===== src/rtl/sha_pkg.sv =====
// shared types, constants and the rotate function for the sha-256 hasher
package sha_pkg;

    localparam int unsigned QueueDepth = 4;
    localparam logic [7:0] PadByte = 8'h80;

    typedef struct packed {
        logic [7:0] data_byte;
        logic       byte_present;
        logic       last_item;
    } t_item;

    typedef logic [31:0] t_word;

    localparam t_word InitHash [8] = '{
        32'h6a09e667, 32'hbb67ae85, 32'h3c6ef372, 32'ha54ff53a,
        32'h510e527f, 32'h9b05688c, 32'h1f83d9ab, 32'h5be0cd19
    };

    localparam t_word RoundK [64] = '{
        32'h428a2f98, 32'h71374491, 32'hb5c0fbcf, 32'he9b5dba5,
        32'h3956c25b, 32'h59f111f1, 32'h923f82a4, 32'hab1c5ed5,
        32'hd807aa98, 32'h12835b01, 32'h243185be, 32'h550c7dc3,
        32'h72be5d74, 32'h80deb1fe, 32'h9bdc06a7, 32'hc19bf174,
        32'he49b69c1, 32'hefbe4786, 32'h0fc19dc6, 32'h240ca1cc,
        32'h2de92c6f, 32'h4a7484aa, 32'h5cb0a9dc, 32'h76f988da,
        32'h983e5152, 32'ha831c66d, 32'hb00327c8, 32'hbf597fc7,
        32'hc6e00bf3, 32'hd5a79147, 32'h06ca6351, 32'h14292967,
        32'h27b70a85, 32'h2e1b2138, 32'h4d2c6dfc, 32'h53380d13,
        32'h650a7354, 32'h766a0abb, 32'h81c2c92e, 32'h92722c85,
        32'ha2bfe8a1, 32'ha81a664b, 32'hc24b8b70, 32'hc76c51a3,
        32'hd192e819, 32'hd6990624, 32'hf40e3585, 32'h106aa070,
        32'h19a4c116, 32'h1e376c08, 32'h2748774c, 32'h34b0bcb5,
        32'h391c0cb3, 32'h4ed8aa4a, 32'h5b9cca4f, 32'h682e6ff3,
        32'h748f82ee, 32'h78a5636f, 32'h84c87814, 32'h8cc70208,
        32'h90befffa, 32'ha4506ceb, 32'hbef9a3f7, 32'hc67178f2
    };

    function automatic t_word ror(input t_word v, input int unsigned n);
        ror = (v >> n) | (v << (32 - n));
    endfunction

endpackage


===== src/rtl/sha_queue.sv =====
// small request queue between the input front and the hash engine
module sha_queue #(
    parameter int unsigned DEPTH = sha_pkg::QueueDepth
) (
    input  logic           i_clk,
    input  logic           i_rst_n,
    input  logic           i_push,
    input  sha_pkg::t_item i_item,
    output logic           o_full,
    input  logic           i_pop,
    output logic           o_empty,
    output sha_pkg::t_item o_item
);
    import sha_pkg::*;

    localparam int unsigned AW = (DEPTH > 1) ? $clog2(DEPTH) : 1;

    t_item            r_mem [DEPTH];
    logic [AW-1:0]    r_wr, r_rd;
    logic [AW:0]      r_cnt;

    assign o_full  = (r_cnt == (AW+1)'(DEPTH));
    assign o_empty = (r_cnt == '0);
    assign o_item  = r_mem[r_rd];

    always_ff @(posedge i_clk) begin
        if (i_push && !o_full) begin
            r_mem[r_wr] <= i_item;
        end
    end

    always_ff @(posedge i_clk) begin
        if (!i_rst_n) begin
            r_wr <= '0;
            r_rd <= '0;
            r_cnt <= '0;
        end else begin
            if (i_push && !o_full) begin
                r_wr <= (r_wr == AW'(DEPTH - 1)) ? '0 : r_wr + 1'b1;
            end
            if (i_pop && !o_empty) begin
                r_rd <= (r_rd == AW'(DEPTH - 1)) ? '0 : r_rd + 1'b1;
            end
            r_cnt <= r_cnt + (AW+1)'(i_push && !o_full) - (AW+1)'(i_pop && !o_empty);
        end
    end
endmodule


===== src/rtl/sha_engine.sv =====
// block assembly, padding, 64-round compression and digest output
module sha_engine (
    input  logic           i_clk,
    input  logic           i_rst_n,
    input  logic           i_empty,
    input  sha_pkg::t_item i_item,
    output logic           o_pop,
    output logic [31:0]    o_word,
    output logic [2:0]     o_index,
    output logic           o_last,
    output logic           o_valid,
    input  logic           i_ready
);
    import sha_pkg::*;

    typedef enum logic [4:0] {
        S_TAKE  = 5'b00001,
        S_ROUND = 5'b00010,
        S_ADD   = 5'b00100,
        S_PAD   = 5'b01000,
        S_OUT   = 5'b10000
    } t_state;

    t_state      r_state;
    t_word       r_blk [16];
    t_word       r_h [8];
    t_word       r_a, r_b, r_c, r_d, r_e, r_f, r_g, r_h7;
    logic [5:0]  r_fill;
    logic [60:0] r_len;
    logic [5:0]  r_rnd;
    logic [2:0]  r_oi;
    // final: this compression ends the message; second: length block still due
    logic        r_final, r_second;

    t_word w_cur, w_new, t1, t2, s0, s1;
    logic [63:0] bits;

    assign w_cur = r_blk[0];
    assign s0 = ror(r_blk[1], 7) ^ ror(r_blk[1], 18) ^ (r_blk[1] >> 3);
    assign s1 = ror(r_blk[14], 17) ^ ror(r_blk[14], 19) ^ (r_blk[14] >> 10);
    assign w_new = r_blk[0] + s0 + r_blk[9] + s1;
    assign t1 = r_h7 + (ror(r_e, 6) ^ ror(r_e, 11) ^ ror(r_e, 25))
              + ((r_e & r_f) ^ (~r_e & r_g)) + RoundK[r_rnd] + w_cur;
    assign t2 = (ror(r_a, 2) ^ ror(r_a, 13) ^ ror(r_a, 22))
              + ((r_a & r_b) ^ (r_a & r_c) ^ (r_b & r_c));
    assign bits = {r_len, 3'b000};

    assign o_pop   = (r_state == S_TAKE) && !i_empty;
    assign o_valid = (r_state == S_OUT);
    assign o_word  = r_h[r_oi];
    assign o_index = r_oi;
    assign o_last  = (r_oi == 3'd7);

    function automatic t_word put(input t_word w, input logic [1:0] p, input logic [7:0] v);
        t_word m;
        m = w;
        m[(3 - p) * 8 +: 8] = v;
        put = m;
    endfunction

    // pad from fill point: pad byte, zeros, then length if it fits
    task automatic pad_block(input logic [5:0] pos, input logic wlen);
        for (int i = 0; i < 16; i++) begin
            t_word w;
            w = r_blk[i];
            for (int j = 0; j < 4; j++) begin
                if (6'(i * 4 + j) == pos) w[(3 - j) * 8 +: 8] = PadByte;
                else if (6'(i * 4 + j) > pos) w[(3 - j) * 8 +: 8] = 8'h00;
            end
            if (wlen && i == 14) w = bits[63:32];
            if (wlen && i == 15) w = bits[31:0];
            r_blk[i] <= w;
        end
    endtask

    always_ff @(posedge i_clk) begin
        if (!i_rst_n) begin
            r_state <= S_TAKE;
            r_fill <= '0;
            r_len <= '0;
            r_rnd <= '0;
            r_oi <= '0;
            r_final <= 1'b0;
            r_second <= 1'b0;
            for (int i = 0; i < 8; i++) r_h[i] <= InitHash[i];
        end else begin
            case (r_state)
                S_TAKE: begin
                    if (!i_empty) begin
                        if (i_item.byte_present) begin
                            r_blk[r_fill[5:2]] <= put(r_blk[r_fill[5:2]], r_fill[1:0],
                                                      i_item.data_byte);
                            r_fill <= r_fill + 1'b1;
                            r_len <= r_len + 1'b1;
                        end
                        r_final <= i_item.last_item;
                        if (i_item.byte_present && r_fill == 6'd63) begin
                            r_second <= i_item.last_item;
                            r_state <= S_ROUND;
                        end else if (i_item.last_item) begin
                            r_state <= S_PAD;
                        end
                        r_rnd <= '0;
                        {r_a, r_b, r_c, r_d} <= {r_h[0], r_h[1], r_h[2], r_h[3]};
                        {r_e, r_f, r_g, r_h7} <= {r_h[4], r_h[5], r_h[6], r_h[7]};
                    end
                end
                S_PAD: begin
                    // length fits only when fill is 55 or less
                    pad_block(r_fill, r_fill <= 6'd55);
                    r_second <= (r_fill > 6'd55);
                    r_rnd <= '0;
                    r_state <= S_ROUND;
                end
                S_ROUND: begin
                    r_h7 <= r_g; r_g <= r_f; r_f <= r_e; r_e <= r_d + t1;
                    r_d <= r_c; r_c <= r_b; r_b <= r_a; r_a <= t1 + t2;
                    for (int i = 0; i < 15; i++) r_blk[i] <= r_blk[i + 1];
                    r_blk[15] <= w_new;
                    r_rnd <= r_rnd + 1'b1;
                    if (r_rnd == 6'd63) r_state <= S_ADD;
                end
                S_ADD: begin
                    r_h[0] <= r_h[0] + r_a; r_h[1] <= r_h[1] + r_b;
                    r_h[2] <= r_h[2] + r_c; r_h[3] <= r_h[3] + r_d;
                    r_h[4] <= r_h[4] + r_e; r_h[5] <= r_h[5] + r_f;
                    r_h[6] <= r_h[6] + r_g; r_h[7] <= r_h[7] + r_h7;
                    r_oi <= '0;
                    if (r_second) begin
                        // length-only block, led by the pad byte when the data filled a block
                        for (int i = 1; i < 14; i++) r_blk[i] <= '0;
                        r_blk[0] <= (r_fill == 6'd0) ? {PadByte, 24'h0} : '0;
                        r_blk[14] <= bits[63:32];
                        r_blk[15] <= bits[31:0];
                        r_fill <= '0;
                        r_second <= 1'b0;
                        r_state <= S_ROUND;
                        r_rnd <= '0;
                    end else if (r_final) begin
                        r_state <= S_OUT;
                    end else begin
                        r_state <= S_TAKE;
                    end
                end
                S_OUT: begin
                    if (i_ready) begin
                        r_oi <= r_oi + 1'b1;
                        if (r_oi == 3'd7) begin
                            for (int i = 0; i < 8; i++) r_h[i] <= InitHash[i];
                            r_fill <= '0;
                            r_len <= '0;
                            r_final <= 1'b0;
                            r_state <= S_TAKE;
                        end
                    end
                end
                default: r_state <= S_TAKE;
            endcase
            if (r_state == S_ADD && r_second) begin
                r_a <= r_h[0] + r_a; r_b <= r_h[1] + r_b;
                r_c <= r_h[2] + r_c; r_d <= r_h[3] + r_d;
                r_e <= r_h[4] + r_e; r_f <= r_h[5] + r_f;
                r_g <= r_h[6] + r_g; r_h7 <= r_h[7] + r_h7;
            end
        end
    end
endmodule


===== src/rtl/sha256_message_hasher.sv =====
// top level of the sha-256 message hasher
// channel  dir  handshake            payload
// s_axis   in   tvalid/tready        tdata = data_byte, tuser = byte_present, tlast = last_item
// m_axis   out  tvalid/tready        tdata = digest_word, tuser = word_index, tlast = last_word
// a full block runs through the single round unit and then an add step; padding takes
// a step of its own, plus a second block when the length does not fit; the digest
// leaves at one word a cycle while the receiver is ready.
// reset is synchronous, active low, and restores the initial hash values.
// input stalls only when the queue is full; output stalls hold the current word.
module sha256_message_hasher #(
    parameter int unsigned QUEUE_DEPTH = sha_pkg::QueueDepth
) (
    input  logic        i_clk,
    input  logic        i_rst_n,
    input  logic        s_axis_tvalid,
    output logic        s_axis_tready,
    input  logic [7:0]  s_axis_tdata,   // data_byte
    input  logic        s_axis_tuser,   // byte_present
    input  logic        s_axis_tlast,   // last_item
    output logic        m_axis_tvalid,
    input  logic        m_axis_tready,
    output logic [31:0] m_axis_tdata,   // digest_word
    output logic [2:0]  m_axis_tuser,   // word_index
    output logic        m_axis_tlast    // last_word
);
    import sha_pkg::*;

    t_item in_item, q_item;
    logic  q_full, q_empty, q_pop;

    assign in_item = '{data_byte: s_axis_tdata, byte_present: s_axis_tuser,
                       last_item: s_axis_tlast};
    assign s_axis_tready = !q_full;

    sha_queue #(.DEPTH(QUEUE_DEPTH)) u_queue (
        .i_clk(i_clk), .i_rst_n(i_rst_n),
        .i_push(s_axis_tvalid), .i_item(in_item), .o_full(q_full),
        .i_pop(q_pop), .o_empty(q_empty), .o_item(q_item)
    );

    sha_engine u_engine (
        .i_clk(i_clk), .i_rst_n(i_rst_n),
        .i_empty(q_empty), .i_item(q_item), .o_pop(q_pop),
        .o_word(m_axis_tdata), .o_index(m_axis_tuser), .o_last(m_axis_tlast),
        .o_valid(m_axis_tvalid), .i_ready(m_axis_tready)
    );
endmodule


===== config.mk =====
export PLATFORM = sky130hd
export DESIGN_NAME = sha256_message_hasher
export DESIGN_NICKNAME = d
export VERILOG_FILES = /design/src/rtl/sha_pkg.sv /design/src/rtl/sha_queue.sv /design/src/rtl/sha_engine.sv /design/src/rtl/sha256_message_hasher.sv
export SDC_FILE = /design/constraint.sdc
export NUM_CORES = 2
export LEC_CHECK = 0
export BUFFER_PORTS_ARGS = -buffer_cell sky130_fd_sc_hd__buf_2
export CORE_MARGIN = 2
export CORE_UTILIZATION = 50
export DETAILED_ROUTE_END_ITERATION = 8
export PLACE_DENSITY = 0.65
export SETUP_SLACK_MARGIN = 0.3
export SLEW_MARGIN = 25
export SYNTH_ARGS = -nofsm -noshare
export SYNTH_HDL_FRONTEND = slang
export SYNTH_SLANG_ARGS = --single-unit

===== constraint.sdc =====
create_clock -name i_clk -period 13.33 [get_ports i_clk]
set_input_delay 1.9995 -clock i_clk [delete_from_list [all_inputs] [get_ports i_clk]]
set_output_delay 1.9995 -clock i_clk [all_outputs]
set_load 0.01 [all_outputs]

==> results_dict.tcl <==
set metrics [dict create \
    status "finished clean" \
    portBuffers 51 \
    syn_nets 9240 \
    die_height_um 413 \
    critical_path.top_delay_family "adder cells" \
    synth-seq-area-share 0.390 \
    synthDistinctLibCells 119 \
    root_buffer "clkbuf_16" \
    maxCapViolCount 0 \
    rsz0062_at_grt "false" \
    tns_ns 0 \
    finalHoldViolations 0 \
    crit_type "reg -> reg" \
    nFillCells 14900 \
    fp.dieW_um 413 \
    hold_buffers 0 \
    yosys_most_used_dff "edfxtp_1" \
    cpMaxStageDelayCell "ha_1" \
    cp-start-kind "flop" \
    ant_nets 0 \
    vias_per_cell 6.58 \
    ir_drop_v 0.000623 \
    p_leak_nw 32.9 \
    gp_congestion 1.03 \
    start_util 0.501 \
    netlist.area_leader.share 0.336 \
    max_freq_ghz 0.0967 \
    cts_inserted_buffers 141 \
    required_ns 13.83 \
    cp_common_cell "fa_1" \
    area_growth_pct 8.03 \
    crit_buf_inv 4 \
    tightest_slew_ns 1.15 \
    netlist_top_cells_area "edfxtp_1, mux4_2, ha_1, nand2_1, dfxtp_1" \
    worstPathArrival_ns 10.84 \
    drt_iter0_markers 8844 \
    crit_path_end_kind "flop" \
    finalWorstSetupSlack_ns 2.99 \
    boundaryPins 52 \
    syn_area_um2 83600 \
    period_share 0.775 \
    syn_inst 8623 \
    cts_tree "yes" \
    slowest_delay_ns 0.64 \
    fin_crit_ns 10.34 \
    async_reset_ff_frac 0 \
    core_um2 167000 \
    grt_start_max_net_pins 196 \
    clk_path_buf_depth 3 \
    synth_edf_count 936 \
    clk_latency_ns 0.82 \
    vias 70400 \
    wirelength_um 312000 \
    slew_headroom 0.231 \
    syn_area_per_cell_um2 9.69 \
    p_per_area_nw_per_um2 320 \
    ys_ff_latch 1159 \
    grt_use_total 0.361 \
    grt_pass1_vias 66700 \
    drv_slew 0 \
    antenna_found_initial 14 \
    post-cts-setup-buffer-count 0 \
    rows 150 \
    ys_warn_count 0 \
    nNetsFinal 8995 \
    drc 0 \
    cts-resized-gates 0 \
    grt_overflow_total 0 \
    setup_violations 0 \
    hold-worst-slack_ns 0.490 \
    die_area_um2 170000 \
    first_pass_iters 7 \
    clkSinkCount 1159 \
    crit_path_max_fanout 23 \
    layout-drive-gt1-share 0.0982 \
    hp-class "reg -> reg" \
    yosysTopAreaCell "edfxtp_1" \
    final.setup_skew_ns 0.0353 \
    htree_levels 4 \
    wire_per_inst_um 29.2 \
    path_clk_slew_ns 0.06 \
    grt_first_pass_wirelength_um 453000 \
    dp_hpwl_um 225000 \
    dp_slack_ns 3.19 \
]
==> cells in the mapped netlist, types with 53 or more instances <==
library cell,n
a22oi_1,65
edfxtp_1,936
o21ai_0,556
a31oi_1,152
a21o_1,182
xnor2_1,406
xor2_1,221
dfxtp_1,223
a21oi_1,601
nand2b_1,86
and3_1,151
ha_1,407
nand3_1,112
nor2_1,591
mux4_2,240
inv_1,296
nor3_1,97
nand2_1,1324
o21ai_1,264
a211oi_1,64
clkbuf_1,438
fa_1,196
buf_1,53
==> per-stage QoR <==
| step | total power, mW | instances | utilization | area (um2) |
|---|---|---|---|---|
| finish | 28.9 | 10700 | 0.542 | 90300 |
| detailed placement | 24.5 | 10400 | 0.513 | 85500 |
| floorplan | 19.6 | 8623 | - | 83600 |
| global route | 31.0 | 10700 | 0.542 | 90200 |
| global placement | 24.4 | 10400 | 0.512 | 85400 |
| CTS | 28.6 | 10700 | 0.541 | 90200 |
==> final timing paths <==
| path | from | to | slack [ns] | depth (start not counted) |
|---|---|---|---|---|
| max | u_engine.r_rnd[1]$_SDFFE_PN0P_ | u_engine.r_a[24]$_DFFE_PP_ | 2.99 | 34 |
| min | u_engine.r_final$_SDFFE_PN0P_ | u_engine.r_final$_SDFFE_PN0P_ | 0.49 | 2 |
| max reg2reg | u_engine.r_rnd[1]$_SDFFE_PN0P_ | u_engine.r_a[24]$_DFFE_PP_ | 2.99 | 34 |
| min reg2reg | u_engine.r_final$_SDFFE_PN0P_ | u_engine.r_final$_SDFFE_PN0P_ | 0.49 | 2 |
==> worst reg2reg max path: cells and delay by family (launching register included) <==
kind / cells / cell delay, ns
AOI/OAI and AO/OA: 14 / 3.20
buffers and inverters: 4 / 0.99
and+or+nand+nor: 6 / 1.41
xor gates and xnor gates: 2 / 0.46
DFF: 1 / 0.30
adders and majority gates: 8 / 3.69
==> area by class of cell <==
class / count / area, um2 / share of cell area
multi-input combinational: 6595 / 47800 / 0.530
sequential: 1159 / 32600 / 0.361
clock buffer: 180 / 3880 / 0.0430
tap: 2204 / 2760 / 0.0306
timing repair buffer: 174 / 1240 / 0.0138
inverter: 307 / 1150 / 0.0128
clock inverter: 75 / 805 / 0.00891
antenna: 5 / 12.5 / 0.000139
==> logic make-up (layout without fill, tap and decap cells) <==
kind of cell,after synthesis,count (layout),share of synthesized area
flops,1159,1159,0.390
other cells,0,5,0
simple gates,2612,2612,0.137
fa+ha+maj,630,630,0.111
buf+inv,869,736,0.0415
compound gates,2391,2391,0.178
mux,334,334,0.0767
xor+xnor,628,628,0.0660
==> metal layers <==
metal	share of wire	wire [um]	up-vias	track usage
met1	0.38	120000	34800	0.463
met2	0.44	139000	3869	0.555
met5	0.00072	226	-	0
met3	0.10	31400	845	0.0855
li1	-	-	30900	-
met4	0.070	21900	18	0.216
==> cell usage in the layout, fill, tap and decap left out, drive strengths merged, types with 38 or more instances in the layout <==
master	instances
o21bai	40
fa	196
nand2b	86
a22o	50
and2	38
nand4	47
buf	173
nor3	99
o211ai	48
o21ai	823
ha	407
clkinv	59
edfxtp	936
nor2	593
inv	307
xnor2	406
nand3	113
nand2	1324
a21oi	602
a31oi	152
o21a	49
clkbuf	181
a22oi	87
a21o	185
mux2	47
xor2	221
dfxtp	223
a211oi	67
o31ai	40
mux4	240
nor2b	49
mux2i	47
and3	152
==> power breakdown <==
group	internal, mW	total, mW	switching, mW	leakage (nW)
sequential	4.19	4.57	0.376	10.7
combinational	8.14	20.3	12.2	20.0
clock	2.30	3.99	1.69	2.30
Power figures use the tool's default switching activity.
